**config.mk**
```make
export PLATFORM = sky130hd
export DESIGN_NAME = multigrid_block_decomposer
export DESIGN_NICKNAME = d
export VERILOG_FILES = /design/src/design/mgbd_pkg.sv /design/src/design/mgbd_divider.sv /design/src/design/mgbd_ctrl.sv /design/src/design/mgbd_datapath.sv /design/src/design/multigrid_block_decomposer.sv
export VERILOG_INCLUDE_DIRS = /design/src /design/src/design
export SDC_FILE = /design/constraint.sdc
export NUM_CORES = 2
export LEC_CHECK = 0
export ABC_AREA = 1
export BUFFER_PORTS_ARGS = -buffer_cell sky130_fd_sc_hd__buf_4
export CORE_ASPECT_RATIO = 0.9
export CORE_MARGIN = 10
export CORE_UTILIZATION = 50
export CTS_CLUSTER_DIAMETER = 100
export CTS_CLUSTER_SIZE = 20
export DETAILED_ROUTE_END_ITERATION = 8
export PLACE_DENSITY = 0.72
export SLEW_MARGIN = 20
export SYNTH_ARGS = -nofsm -noshare
export SYNTH_HDL_FRONTEND = slang
export SYNTH_HIERARCHICAL = 1
export SYNTH_SLANG_ARGS = --single-unit
```
**constraint.sdc**
```tcl
create_clock -name clock -period 10.5 [get_ports clock]
set_input_delay 2.1 -clock clock [delete_from_list [all_inputs] [get_ports clock]]
set_output_delay 2.1 -clock clock [all_outputs]
set_load 0.005 [all_outputs]
```
**src/design/multigrid_block_decomposer_defines.svh**
```systemverilog
// ----------------------------------------------------------------------------
// Multigrid block decomposer assertion macros
// Shared assertion forms for the controller and datapath checks.
// ----------------------------------------------------------------------------
`ifndef MULTIGRID_BLOCK_DECOMPOSER_DEFINES_SVH
`define MULTIGRID_BLOCK_DECOMPOSER_DEFINES_SVH

// Check that a condition implies another in the same cycle
`define MGBD_ASSERT_SAME(lbl, ante, cons, msg) \
   lbl: assert property (@(posedge clock) disable iff (reset) (ante) |-> (cons)) \
      else $error(msg);

// Check that a condition implies another in the next cycle
`define MGBD_ASSERT_NEXT(lbl, ante, cons, msg) \
   lbl: assert property (@(posedge clock) disable iff (reset) (ante) |=> (cons)) \
      else $error(msg);

`endif

```
**src/design/mgbd_pkg.sv**
```systemverilog
// ----------------------------------------------------------------------------
// Multigrid block decomposer package
// Payload types, register indexes, dimension codes and the command and
// status bundles between controller and datapath.
// ----------------------------------------------------------------------------
package mgbd_pkg;

   // Fixed field widths
   localparam int COORD_BITS     = 16;
   localparam int POS_BITS       = 10;
   localparam int DIM_BITS       = 2;
   localparam int CSR_INDEX_BITS = 3;

   // Configuration register indexes
   localparam logic [CSR_INDEX_BITS-1:0] CSR_PROCS_X = 3'd0;
   localparam logic [CSR_INDEX_BITS-1:0] CSR_PROCS_Y = 3'd1;
   localparam logic [CSR_INDEX_BITS-1:0] CSR_PROCS_Z = 3'd2;
   localparam logic [CSR_INDEX_BITS-1:0] CSR_POS_X   = 3'd3;
   localparam logic [CSR_INDEX_BITS-1:0] CSR_POS_Y   = 3'd4;
   localparam logic [CSR_INDEX_BITS-1:0] CSR_POS_Z   = 3'd5;

   // Dimension codes
   localparam logic [DIM_BITS-1:0] DIM_X = 2'd0;
   localparam logic [DIM_BITS-1:0] DIM_Y = 2'd1;
   localparam logic [DIM_BITS-1:0] DIM_Z = 2'd2;

   typedef struct packed {
      logic                  first_level;
      logic [COORD_BITS-1:0] size_x;
      logic [COORD_BITS-1:0] size_y;
      logic [COORD_BITS-1:0] size_z;
      logic [COORD_BITS-1:0] finer_lo_x;
      logic [COORD_BITS-1:0] finer_lo_y;
      logic [COORD_BITS-1:0] finer_lo_z;
      logic [COORD_BITS-1:0] finer_hi_x;
      logic [COORD_BITS-1:0] finer_hi_y;
      logic [COORD_BITS-1:0] finer_hi_z;
   } req_payload_type;

   typedef struct packed {
      logic [DIM_BITS-1:0]   dim;
      logic                  last;
      logic                  active;
      logic [COORD_BITS-1:0] local_begin;
      logic [COORD_BITS-1:0] local_end;
      logic [COORD_BITS-1:0] local_size;
      logic [COORD_BITS-1:0] local_finer_begin;
      logic [COORD_BITS-1:0] local_finer_end;
      logic [COORD_BITS-1:0] local_finer_size;
   } rsp_payload_type;

   typedef struct packed {
      logic                load;
      logic                div_start;
      logic                cnt_store;
      logic                mul;
      logic                sum;
      logic                emit;
      logic [DIM_BITS-1:0] dim;
   } dp_cmd_type;

   typedef struct packed {
      logic div_done;
      logic slot_free;
   } dp_status_type;

endpackage

```
**src/design/mgbd_divider.sv**
```systemverilog
// ----------------------------------------------------------------------------
// Multigrid block decomposer serial divider
// Restoring unsigned divider, one quotient bit per cycle over a
// coordinate-wide dividend. Quotient and remainder hold after done.
// ----------------------------------------------------------------------------
module mgbd_divider import mgbd_pkg::*; #(
   parameter int DVS_BITS = 11
) (
   input  logic                  clock,
   input  logic                  reset,
   input  logic                  start,
   input  logic [COORD_BITS-1:0] dividend,
   input  logic [DVS_BITS-1:0]   divisor,
   output logic                  done,
   output logic [COORD_BITS-1:0] quotient,
   output logic [DVS_BITS-1:0]   remainder
);

   localparam int COUNT_BITS = $clog2(COORD_BITS);
   localparam logic [COUNT_BITS-1:0] COUNT_LAST = COUNT_BITS'(COORD_BITS - 1);

   logic                  busy_ff;
   logic                  done_ff;
   logic [COUNT_BITS-1:0] count_ff;
   logic [COORD_BITS-1:0] quo_ff, quo_in;
   logic [DVS_BITS-1:0]   rem_ff, rem_in;
   logic [DVS_BITS-1:0]   dvs_ff;
   logic [DVS_BITS:0]     rem_shift;
   logic                  fits;

   // Shift in one dividend bit and try a subtract
   always_comb begin
      rem_shift = {rem_ff, quo_ff[COORD_BITS-1]};
      fits      = rem_shift >= {1'b0, dvs_ff};
      if (fits) begin
         rem_in = DVS_BITS'(rem_shift - {1'b0, dvs_ff});
      end else begin
         rem_in = rem_shift[DVS_BITS-1:0];
      end
      quo_in = {quo_ff[COORD_BITS-2:0], fits};
   end

   // Sequence the iterations
   always_ff @(posedge clock) begin
      if (reset) begin
         busy_ff  <= 1'b0;
         done_ff  <= 1'b0;
         count_ff <= '0;
      end else begin
         done_ff <= 1'b0;
         if (start) begin
            busy_ff  <= 1'b1;
            count_ff <= '0;
         end else if (busy_ff) begin
            count_ff <= count_ff + 1'b1;
            if (count_ff == COUNT_LAST) begin
               busy_ff <= 1'b0;
               done_ff <= 1'b1;
            end
         end
      end
   end

   // Load operands, then advance the partial results
   always_ff @(posedge clock) begin
      if (start) begin
         quo_ff <= dividend;
         rem_ff <= '0;
         dvs_ff <= divisor;
      end else if (busy_ff) begin
         quo_ff <= quo_in;
         rem_ff <= rem_in;
      end
   end

   assign done      = done_ff;
   assign quotient  = quo_ff;
   assign remainder = rem_ff;

endmodule

```
**src/design/mgbd_ctrl.sv**
```systemverilog
// ----------------------------------------------------------------------------
// Multigrid block decomposer controller
// Steps one level through the active counts, the split divisions and
// the per-dimension multiply, sum and emit stages.
// ----------------------------------------------------------------------------
`include "multigrid_block_decomposer_defines.svh"

module mgbd_ctrl import mgbd_pkg::*; (
   input  logic          clock,
   input  logic          reset,
   input  logic          req_valid,
   output logic          req_ready,
   input  dp_status_type status,
   output dp_cmd_type    cmd
);

   localparam logic [2:0] S_IDLE     = 3'd0;
   localparam logic [2:0] S_COUNT    = 3'd1;
   localparam logic [2:0] S_DIV_GO   = 3'd2;
   localparam logic [2:0] S_DIV_WAIT = 3'd3;
   localparam logic [2:0] S_MUL      = 3'd4;
   localparam logic [2:0] S_SUM      = 3'd5;
   localparam logic [2:0] S_EMIT     = 3'd6;

   logic [2:0]          state_ff, state_in;
   logic [DIM_BITS-1:0] dim_ff, dim_in;

   // Next state and commands
   always_comb begin
      state_in      = state_ff;
      dim_in        = dim_ff;
      cmd           = '0;
      cmd.dim       = dim_ff;
      case (state_ff)
         S_IDLE: begin
            if (req_valid) begin
               cmd.load = 1'b1;
               state_in = S_COUNT;
            end
         end
         S_COUNT: begin
            cmd.cnt_store = 1'b1;
            state_in      = S_DIV_GO;
         end
         S_DIV_GO: begin
            cmd.div_start = 1'b1;
            state_in      = S_DIV_WAIT;
         end
         S_DIV_WAIT: begin
            if (status.div_done) begin
               dim_in   = DIM_X;
               state_in = S_MUL;
            end
         end
         S_MUL: begin
            cmd.mul  = 1'b1;
            state_in = S_SUM;
         end
         S_SUM: begin
            cmd.sum  = 1'b1;
            state_in = S_EMIT;
         end
         S_EMIT: begin
            if (status.slot_free) begin
               cmd.emit = 1'b1;
               if (dim_ff == DIM_Z) begin
                  dim_in   = DIM_X;
                  state_in = S_IDLE;
               end else begin
                  dim_in   = dim_ff + 1'b1;
                  state_in = S_MUL;
               end
            end
         end
         default: begin
            state_in = S_IDLE;
         end
      endcase
   end

   // Hold state and dimension
   always_ff @(posedge clock) begin
      if (reset) begin
         state_ff <= S_IDLE;
         dim_ff   <= DIM_X;
      end else begin
         state_ff <= state_in;
         dim_ff   <= dim_in;
      end
   end

   assign req_ready = (state_ff == S_IDLE);

   `MGBD_ASSERT_SAME(a_done_in_wait, status.div_done,
      state_ff == S_DIV_WAIT, "divider done outside the wait state")
   `MGBD_ASSERT_NEXT(a_z_ends_run, cmd.emit && dim_ff == DIM_Z,
      state_ff == S_IDLE && dim_ff == DIM_X, "run did not end after the z result")

endmodule

```
**src/design/mgbd_datapath.sv**
```systemverilog
// ----------------------------------------------------------------------------
// Multigrid block decomposer datapath
// Configuration registers, the level register, three divider lanes, the
// range arithmetic, per-dimension history and the result register.
// ----------------------------------------------------------------------------
`include "multigrid_block_decomposer_defines.svh"

module mgbd_datapath import mgbd_pkg::*; #(
   parameter int PROC_BITS  = 11,
   parameter int MIN_POINTS = 5,
   parameter int CSR_BITS   = 11
) (
   input  logic                      clock,
   input  logic                      reset,
   input  logic                      csr_we,
   input  logic [CSR_INDEX_BITS-1:0] csr_index,
   input  logic [CSR_BITS-1:0]       csr_wdata,
   input  req_payload_type           req_payload,
   output logic                      rsp_valid,
   input  logic                      rsp_ready,
   output rsp_payload_type           rsp_payload,
   input  dp_cmd_type                cmd,
   output dp_status_type             status
);

   localparam int DVS_BITS  = PROC_BITS;
   localparam int CMP_BITS  = (DVS_BITS > POS_BITS) ? DVS_BITS : POS_BITS;
   localparam int WIDE_BITS = (COORD_BITS + 1 > PROC_BITS) ? COORD_BITS + 1 : PROC_BITS;
   localparam int PROD_BITS = POS_BITS + COORD_BITS;

   // Reciprocal of MIN_POINTS, exact for every coordinate-wide dividend
   localparam int MIN_LOG     = $clog2(MIN_POINTS);
   localparam int RECIP_SHIFT = COORD_BITS + MIN_LOG;
   localparam int MDIV_BITS   = RECIP_SHIFT + COORD_BITS;
   localparam longint unsigned RECIP =
      ((64'd1 << RECIP_SHIFT) + 64'(MIN_POINTS) - 64'd1) / 64'(MIN_POINTS);

   logic [PROC_BITS-1:0]  procs_ff [3];
   logic [POS_BITS-1:0]   pos_ff [3];
   req_payload_type       item_ff;
   logic [PROC_BITS-1:0]  cnt_ff [3];
   logic [PROC_BITS-1:0]  cnt_in [3];
   logic [COORD_BITS-1:0] prev_begin_ff [3];
   logic [COORD_BITS-1:0] prev_end_ff [3];
   logic [COORD_BITS-1:0] prev_size_ff [3];
   logic [PROC_BITS-1:0]  prev_cnt_ff [3];

   logic [COORD_BITS-1:0] size_a [3];
   logic [COORD_BITS-1:0] flo_a [3];
   logic [COORD_BITS-1:0] fhi_a [3];
   logic [COORD_BITS-1:0] quo_a [3];
   logic [DVS_BITS-1:0]   rem_a [3];
   logic [2:0]            done_a;
   logic [2:0]            pos_ok;

   logic [COORD_BITS-1:0] n_ff, prod_ff, radd_ff;
   logic [COORD_BITS-1:0] b_ff, e_ff, b_in, e_in;
   logic                  rsp_valid_ff;
   rsp_payload_type       rsp_ff, rsp_in;

   logic                  active_w;
   logic [COORD_BITS-1:0] q_sel, size_sel, flo_sel, fhi_sel;
   logic [DVS_BITS-1:0]   r_sel;
   logic [POS_BITS-1:0]   pos_sel;
   logic                  pos_lt_r;
   logic [COORD_BITS-1:0] n_w;
   logic [PROD_BITS-1:0]  prod_full;
   logic                  split_w;
   logic [COORD_BITS-1:0] split_b, split_e, half_b, half_e;
   logic [COORD_BITS-1:0] fb_w, fe_w;

   assign size_a = '{item_ff.size_x, item_ff.size_y, item_ff.size_z};
   assign flo_a  = '{item_ff.finer_lo_x, item_ff.finer_lo_y, item_ff.finer_lo_z};
   assign fhi_a  = '{item_ff.finer_hi_x, item_ff.finer_hi_y, item_ff.finer_hi_z};

   // Write configuration registers
   always_ff @(posedge clock) begin
      if (reset) begin
         for (int d = 0; d < 3; d++) begin
            procs_ff[d] <= PROC_BITS'(1);
            pos_ff[d]   <= '0;
         end
      end else if (csr_we) begin
         case (csr_index)
            CSR_PROCS_X: procs_ff[0] <= csr_wdata[PROC_BITS-1:0];
            CSR_PROCS_Y: procs_ff[1] <= csr_wdata[PROC_BITS-1:0];
            CSR_PROCS_Z: procs_ff[2] <= csr_wdata[PROC_BITS-1:0];
            CSR_POS_X:   pos_ff[0]   <= csr_wdata[POS_BITS-1:0];
            CSR_POS_Y:   pos_ff[1]   <= csr_wdata[POS_BITS-1:0];
            CSR_POS_Z:   pos_ff[2]   <= csr_wdata[POS_BITS-1:0];
            default: ;
         endcase
      end
   end

   // Capture the level on accept
   always_ff @(posedge clock) begin
      if (cmd.load) begin
         item_ff <= req_payload;
      end
   end

   // One lane per dimension: active count, then size by count
   for (genvar d = 0; d < 3; d++) begin : g_lane
      logic [MDIV_BITS-1:0]  mdiv_prod;
      logic [COORD_BITS-1:0] min_quo;
      logic [WIDE_BITS-1:0]  cnt_full;

      mgbd_divider #(
         .DVS_BITS (DVS_BITS)
      ) u_div (
         .clock     (clock),
         .reset     (reset),
         .start     (cmd.div_start),
         .dividend  (size_a[d]),
         .divisor   (cnt_ff[d]),
         .done      (done_a[d]),
         .quotient  (quo_a[d]),
         .remainder (rem_a[d])
      );

      // Active count is the smaller of size/MIN_POINTS+1 and the process grid;
      // size/MIN_POINTS comes from a reciprocal multiply and shift
      assign mdiv_prod = MDIV_BITS'(size_a[d]) * MDIV_BITS'(RECIP);
      assign min_quo   = mdiv_prod[RECIP_SHIFT +: COORD_BITS];
      assign cnt_full  = WIDE_BITS'(min_quo) + WIDE_BITS'(1);
      assign cnt_in[d] = (cnt_full > WIDE_BITS'(procs_ff[d])) ? procs_ff[d]
                                                               : cnt_full[PROC_BITS-1:0];

      assign pos_ok[d] = CMP_BITS'(pos_ff[d]) < CMP_BITS'(cnt_ff[d]);
   end

   always_ff @(posedge clock) begin
      if (cmd.cnt_store) begin
         cnt_ff <= cnt_in;
      end
   end

   assign active_w = &pos_ok;

   // Select the current dimension
   assign q_sel    = quo_a[cmd.dim];
   assign r_sel    = rem_a[cmd.dim];
   assign pos_sel  = pos_ff[cmd.dim];
   assign size_sel = size_a[cmd.dim];
   assign flo_sel  = flo_a[cmd.dim];
   assign fhi_sel  = fhi_a[cmd.dim];

   // Even split: n points here, begin at pos*n plus the extra points before
   assign pos_lt_r  = CMP_BITS'(pos_sel) < CMP_BITS'(r_sel);
   assign n_w       = q_sel + COORD_BITS'(pos_lt_r);
   assign prod_full = PROD_BITS'(pos_sel) * PROD_BITS'(n_w);

   always_ff @(posedge clock) begin
      if (cmd.mul) begin
         n_ff    <= n_w;
         prod_ff <= prod_full[COORD_BITS-1:0];
         radd_ff <= pos_lt_r ? '0 : COORD_BITS'(r_sel);
      end
   end

   // Pick the range: zero when inactive, even split, or halved history
   always_comb begin
      split_w = item_ff.first_level || (cnt_ff[cmd.dim] != prev_cnt_ff[cmd.dim]);
      split_b = prod_ff + radd_ff;
      split_e = split_b + n_ff;
      half_b  = (prev_begin_ff[cmd.dim] == '0) ? '0
              : (prev_begin_ff[cmd.dim] >> 1) + flo_sel;
      half_e  = (prev_end_ff[cmd.dim] == prev_size_ff[cmd.dim]) ? size_sel
              : (prev_end_ff[cmd.dim] >> 1) + flo_sel;
      if (!active_w) begin
         b_in = '0;
         e_in = '0;
      end else if (split_w) begin
         b_in = split_b;
         e_in = split_e;
      end else begin
         b_in = half_b;
         e_in = half_e;
      end
   end

   always_ff @(posedge clock) begin
      if (cmd.sum) begin
         b_ff <= b_in;
         e_ff <= e_in;
      end
   end

   // Clamp to the finer region, lower bound first; zero on the first level
   // and for an inactive process
   always_comb begin
      if (item_ff.first_level || !active_w) begin
         fb_w = '0;
         fe_w = '0;
      end else begin
         fb_w = (b_ff < flo_sel) ? flo_sel : ((b_ff > fhi_sel) ? fhi_sel : b_ff);
         fe_w = (e_ff < flo_sel) ? flo_sel : ((e_ff > fhi_sel) ? fhi_sel : e_ff);
      end
      rsp_in.dim               = cmd.dim;
      rsp_in.last              = (cmd.dim == DIM_Z);
      rsp_in.active            = active_w;
      rsp_in.local_begin       = b_ff;
      rsp_in.local_end         = e_ff;
      rsp_in.local_size        = e_ff - b_ff;
      rsp_in.local_finer_begin = fb_w;
      rsp_in.local_finer_end   = fe_w;
      rsp_in.local_finer_size  = fe_w - fb_w;
   end

   // Result register
   always_ff @(posedge clock) begin
      if (reset) begin
         rsp_valid_ff <= 1'b0;
      end else if (cmd.emit) begin
         rsp_valid_ff <= 1'b1;
      end else if (rsp_ready) begin
         rsp_valid_ff <= 1'b0;
      end
   end

   always_ff @(posedge clock) begin
      if (cmd.emit) begin
         rsp_ff <= rsp_in;
      end
   end

   // Record this level's range, size and count for the next level
   always_ff @(posedge clock) begin
      if (reset) begin
         for (int d = 0; d < 3; d++) begin
            prev_begin_ff[d] <= '0;
            prev_end_ff[d]   <= '0;
            prev_size_ff[d]  <= '0;
            prev_cnt_ff[d]   <= '0;
         end
      end else if (cmd.emit) begin
         prev_begin_ff[cmd.dim] <= b_ff;
         prev_end_ff[cmd.dim]   <= e_ff;
         prev_size_ff[cmd.dim]  <= size_sel;
         prev_cnt_ff[cmd.dim]   <= cnt_ff[cmd.dim];
      end
   end

   assign status.div_done  = &done_a;
   assign status.slot_free = !rsp_valid_ff || rsp_ready;
   assign rsp_valid        = rsp_valid_ff;
   assign rsp_payload      = rsp_ff;

   `MGBD_ASSERT_SAME(a_emit_slot, cmd.emit, !rsp_valid_ff || rsp_ready,
      "result overwritten before it was taken")
   `MGBD_ASSERT_SAME(a_inactive_zero, rsp_valid_ff && !rsp_ff.active,
      rsp_ff.local_begin == '0 && rsp_ff.local_end == '0 && rsp_ff.local_finer_begin == '0,
      "inactive result carries a nonzero range")

endmodule

```
**src/design/multigrid_block_decomposer.sv**
```systemverilog
// ----------------------------------------------------------------------------
// Multigrid block decomposer
// Per-process 3D block decomposition of a multigrid hierarchy, one level
// per transaction, three result transactions (x, y, z) per level.
// ----------------------------------------------------------------------------
// A level runs from accept through its x, y and z results, and levels do not
// overlap. The main step is one pass of three bit-serial dividers, one lane
// per dimension, computing size / count for the even split; the active
// counts come from a constant reciprocal multiply the cycle after accept,
// and a multiply, sum and emit stage follow for each dimension. A result
// that is not taken holds the block in its emit stage. Results sit in an
// output register, so the next level is accepted as soon as the z result
// is loaded. Write the csr_ registers only while no level is in flight;
// they reset to a 1x1x1 grid at position zero.
module multigrid_block_decomposer import mgbd_pkg::*; #(
   parameter int PROC_BITS  = 11,
   parameter int MIN_POINTS = 5,
   parameter int CSR_BITS   = (PROC_BITS > 10) ? PROC_BITS : 10
) (
   input  logic                      clock,
   input  logic                      reset,
   input  logic                      csr_we,
   input  logic [CSR_INDEX_BITS-1:0] csr_index,
   input  logic [CSR_BITS-1:0]       csr_wdata,
   input  logic                      req_valid,
   output logic                      req_ready,
   input  req_payload_type           req_payload,
   output logic                      rsp_valid,
   input  logic                      rsp_ready,
   output rsp_payload_type           rsp_payload
);

   dp_cmd_type    cmd;
   dp_status_type status;

   // Sequence the level
   mgbd_ctrl u_ctrl (
      .clock     (clock),
      .reset     (reset),
      .req_valid (req_valid),
      .req_ready (req_ready),
      .status    (status),
      .cmd       (cmd)
   );

   // Compute the ranges
   mgbd_datapath #(
      .PROC_BITS  (PROC_BITS),
      .MIN_POINTS (MIN_POINTS),
      .CSR_BITS   (CSR_BITS)
   ) u_datapath (
      .clock       (clock),
      .reset       (reset),
      .csr_we      (csr_we),
      .csr_index   (csr_index),
      .csr_wdata   (csr_wdata),
      .req_payload (req_payload),
      .rsp_valid   (rsp_valid),
      .rsp_ready   (rsp_ready),
      .rsp_payload (rsp_payload),
      .cmd         (cmd),
      .status      (status)
   );

endmodule

```
==> impl_metrics.json <==
{
  "clock_latency_ps": 740,
  "final_nets": 8353,
  "areaGrowthSynthToFinish_pct": 8.539,
  "setup_viol": 0,
  "worstHoldPathType": "reg -> reg",
  "core_sq_um": 123000,
  "post-route-min-period_ps": 9363,
  "tightest_slew_ps": 1116,
  "synth.distinct_cells": 68,
  "critPathKind": "reg -> reg",
  "drv_cap": 0,
  "ys.flop_type": "edfxtp_1",
  "placement.io_buffers": 265,
  "worstHoldPathCells": 1,
  "synth_area_per_cell_sq_um": 8.894,
  "finalWirelength_um": 191200,
  "slowest_stage": "dfxtp_1",
  "multiInputGateArea_sq_um": 32880,
  "arrival_ps": 9870,
  "rr_endpoint": "u_datapath/prod_ff[15]$_DFFE_PP_",
  "cts.sinks": 790,
  "cp-start-kind": "register",
  "crit_fanout": 26,
  "overflow": 0,
  "ctsHoldBuffers": 0,
  "crit_top_cell": "nand2_1",
  "final_hold_viol_count": 0,
  "yosys_warnings": 6,
  "grt_first_pass_wirelength_um": 288500,
  "hold-path-endpoint": "u_datapath/g_lane[2].u_div/count_ff[3]$_SDFFE_PP0P_",
  "fin_crit_sh_pct": 89.17,
  "vias_per_cell": 5.586,
  "ant_nets": 0,
  "htreeDepth": 2,
  "root_buffer": "clkbuf_16",
  "postCtsSetupBuffers": 0,
  "clkTransAtPathRegs_ps": 100,
  "finalMaxSlewViolations": 0,
  "antenna_found_initial": 6,
  "drc": 0,
  "cpPeakStageDelay_ps": 890,
  "cts_tree": "built",
  "place.gp.congestion": 1.000,
  "fillCellCount": 11189,
  "rows": 122,
  "yosysSeqAreaShare_pct": 37.40,
  "cts_resized": 0,
  "tns_ps": 0,
  "crit_path_end_kind": "register",
  "wl_per_cell_um": 21.64,
  "regToRegSetupSlack_ps": 1140,
  "synth_edf_count": 733,
  "syn-cell-area_sq_um": 61910,
  "status": "completed",
  "drt_iter0_markers": 5358,
  "min-delay-start": "u_datapath/g_lane[2].u_div/count_ff[3]$_SDFFE_PP0P_",
  "grt_usage_pct": 26.99,
  "grt_max_degree": 120,
  "grt_pass1_vias": 48154,
  "die_area_sq_um": 138300,
  "max_freq_mhz": 106.8,
  "seq_area_sq_um": 23150,
  "crit_required_ps": 11010,
  "syn_nets": 8122,
  "rsz0062_at_grt": "false",
  "yosysMostFrequentCell": "nand2_1",
  "dieWidth_um": 390.9,
  "place.detailed.hpwl_um": 152900,
  "synthArstFlopShare_pct": 0,
  "synth_area_leaders": "edfxtp_1, ha_1, fa_1, nand2_1, inv_1",
  "die_y_um": 353.8,
  "netlist.top_cell.by_area": "edfxtp_1",
  "synthesis.instances": 6961,
  "synth_top_area_share_pct": 35.55,
  "r2r.worst_path.cells": 39,
  "crit_path_start": "u_ctrl/dim_ff[1]$_SDFFE_PP0P_",
  "vias": 49340,
  "drive_above_1_share_pct": 7.579,
  "yosys_register_bits": 790,
  "start_util_pct": 50.32,
  "cts_buffer_depth": 3,
  "drt_first_pass_iters": 6,
  "synth_common_cells": "nand2_1, inv_1, edfxtp_1",
  "clock_skew_ps": 97.23,
  "r2r_start": "u_ctrl/dim_ff[1]$_SDFFE_PP0P_",
  "relSlewSlack_pct": 25.63,
  "cts_buffers": 50,
  "io_pins": 266
}
## kinds of logic after synthesis
group	count (synthesis)	synth area share (%)
AO/OA/AOI/OAI	781	7.807
XOR/XNOR	173	2.460
adder cells (fa/ha/maj)	997	24.02
buffers and inverters	1509	9.602
flip-flops	790	37.40
other	1	0.006057
AND/OR/NAND/NOR	2710	18.71
## layout make-up
cell class | instances | area share, %
Antenna cell | 4 | 0.01490
Tap cell | 1612 | 3.002
Multi-Input combinational cell | 4662 | 48.93
Sequential cell | 790 | 34.45
Clock inverter | 15 | 0.3668
Clock buffer | 62 | 1.944
Inverter | 1368 | 7.655
Timing Repair Buffer | 320 | 3.631
## how the worst max path moves through the flow
stage | endpoint | slack [ps] | depth (start not counted)
6_report | u_datapath/prod_ff[15]$_DFFE_PP_ | 1140 | 39
3_5_place_dp | u_datapath/prod_ff[15]$_DFFE_PP_ | 1370 | 39
5_1_grt | u_datapath/prod_ff[14]$_DFFE_PP_ | 570 | 37
3_3_place_gp | u_datapath/prod_ff[14]$_DFFE_PP_ | 1530 | 39
4_1_cts | u_datapath/prod_ff[14]$_DFFE_PP_ | 1350 | 37
2_1_floorplan | u_datapath/fhi_a[0]$_DFFE_PP_ | 1700 | 2
## placed cells by master (no fill, tap or decap), types with 14 or more instances in the layout
cell and instances:
clkbuf_16 50, nand2_2 47, nand3_2 23, a221oi_1 38
ha_1 678, nand2_1 1552, a21o_1 22, and2_1 17
nor2_4 14, inv_1 1331, dfxtp_1 57, edfxtp_1 733
o21bai_1 27, inv_2 18, nor2_1 451, xnor2_1 51
a211oi_1 20, nand4_1 101, xor2_1 121, nand3_1 378
a31oi_1 14, a22oi_1 95, buf_4 317, o211ai_1 19
fa_1 319, o21ai_0 129, a22o_1 19, clkinv_1 15
a21oi_1 330, nor2_2 22, nor3_1 59
## stage by stage
stage | std cells | hold slack [ps] | util [%] | instance area, sq um | setup WS, ps
detailed placement | 8750 | 442.9 | 53.31 | 65580 | 1372
CTS | 8827 | 453.8 | 54.57 | 67140 | 1350
finish | 8833 | 449.5 | 54.62 | 67200 | 1137
floorplan | 6961 | 422.5 | - | 61910 | 1699
global route | 8832 | 474.2 | 54.62 | 67190 | 570.9
global placement | 8750 | 437.5 | 53.31 | 65580 | 1534
## critical path: cells and delay by family (launching register included)
kind	cells	cell delay [ps]
adder cells (fa/ha/maj)	9	3790
AO/OA/AOI/OAI	9	1720
AND/OR/NAND/NOR	13	1570
buffers and inverters	8	1200
flip-flops	1	890
## per-layer routing
layer | up-vias | routed length, um | track usage [%]
li1 | 23193 | - | -
met1 | 23566 | 81920 | 38.43
met2 | 2278 | 83090 | 40.91
met3 | 301 | 19930 | 5.925
met4 | 2 | 6237 | 8.205
met5 | - | 12 | 0
## flip-flops by register name, indices dropped and copies added (netlist names), 11 cells and up
name                               count
u_datapath/rsp_payload               100
u_datapath/fhi_a                      48
u_datapath/cnt_ff                     33
u_datapath/flo_a                      48
u_datapath/prod_ff                    16
u_datapath/prev_cnt_ff                44
u_datapath/radd_ff                    11
u_datapath/prev_size_ff               64
u_datapath/procs_ff                   33
u_datapath/pos_ff                     30
u_datapath/prev_begin_ff              64
u_datapath/g_lane.u_div/quotient      48
u_datapath/prev_end_ff                64
u_datapath/g_lane.u_div/count_ff      12
u_datapath/g_lane.u_div/dvs_ff        33
u_datapath/item_ff                    49
u_datapath/e_ff                       16
u_datapath/b_ff                       16
u_datapath/g_lane.u_div/remainder     33
u_datapath/n_ff                       16
Power is left out: the tool's default activity adds up to more than one toggle a clock period on the data nets, which glitch-free logic cannot reach.
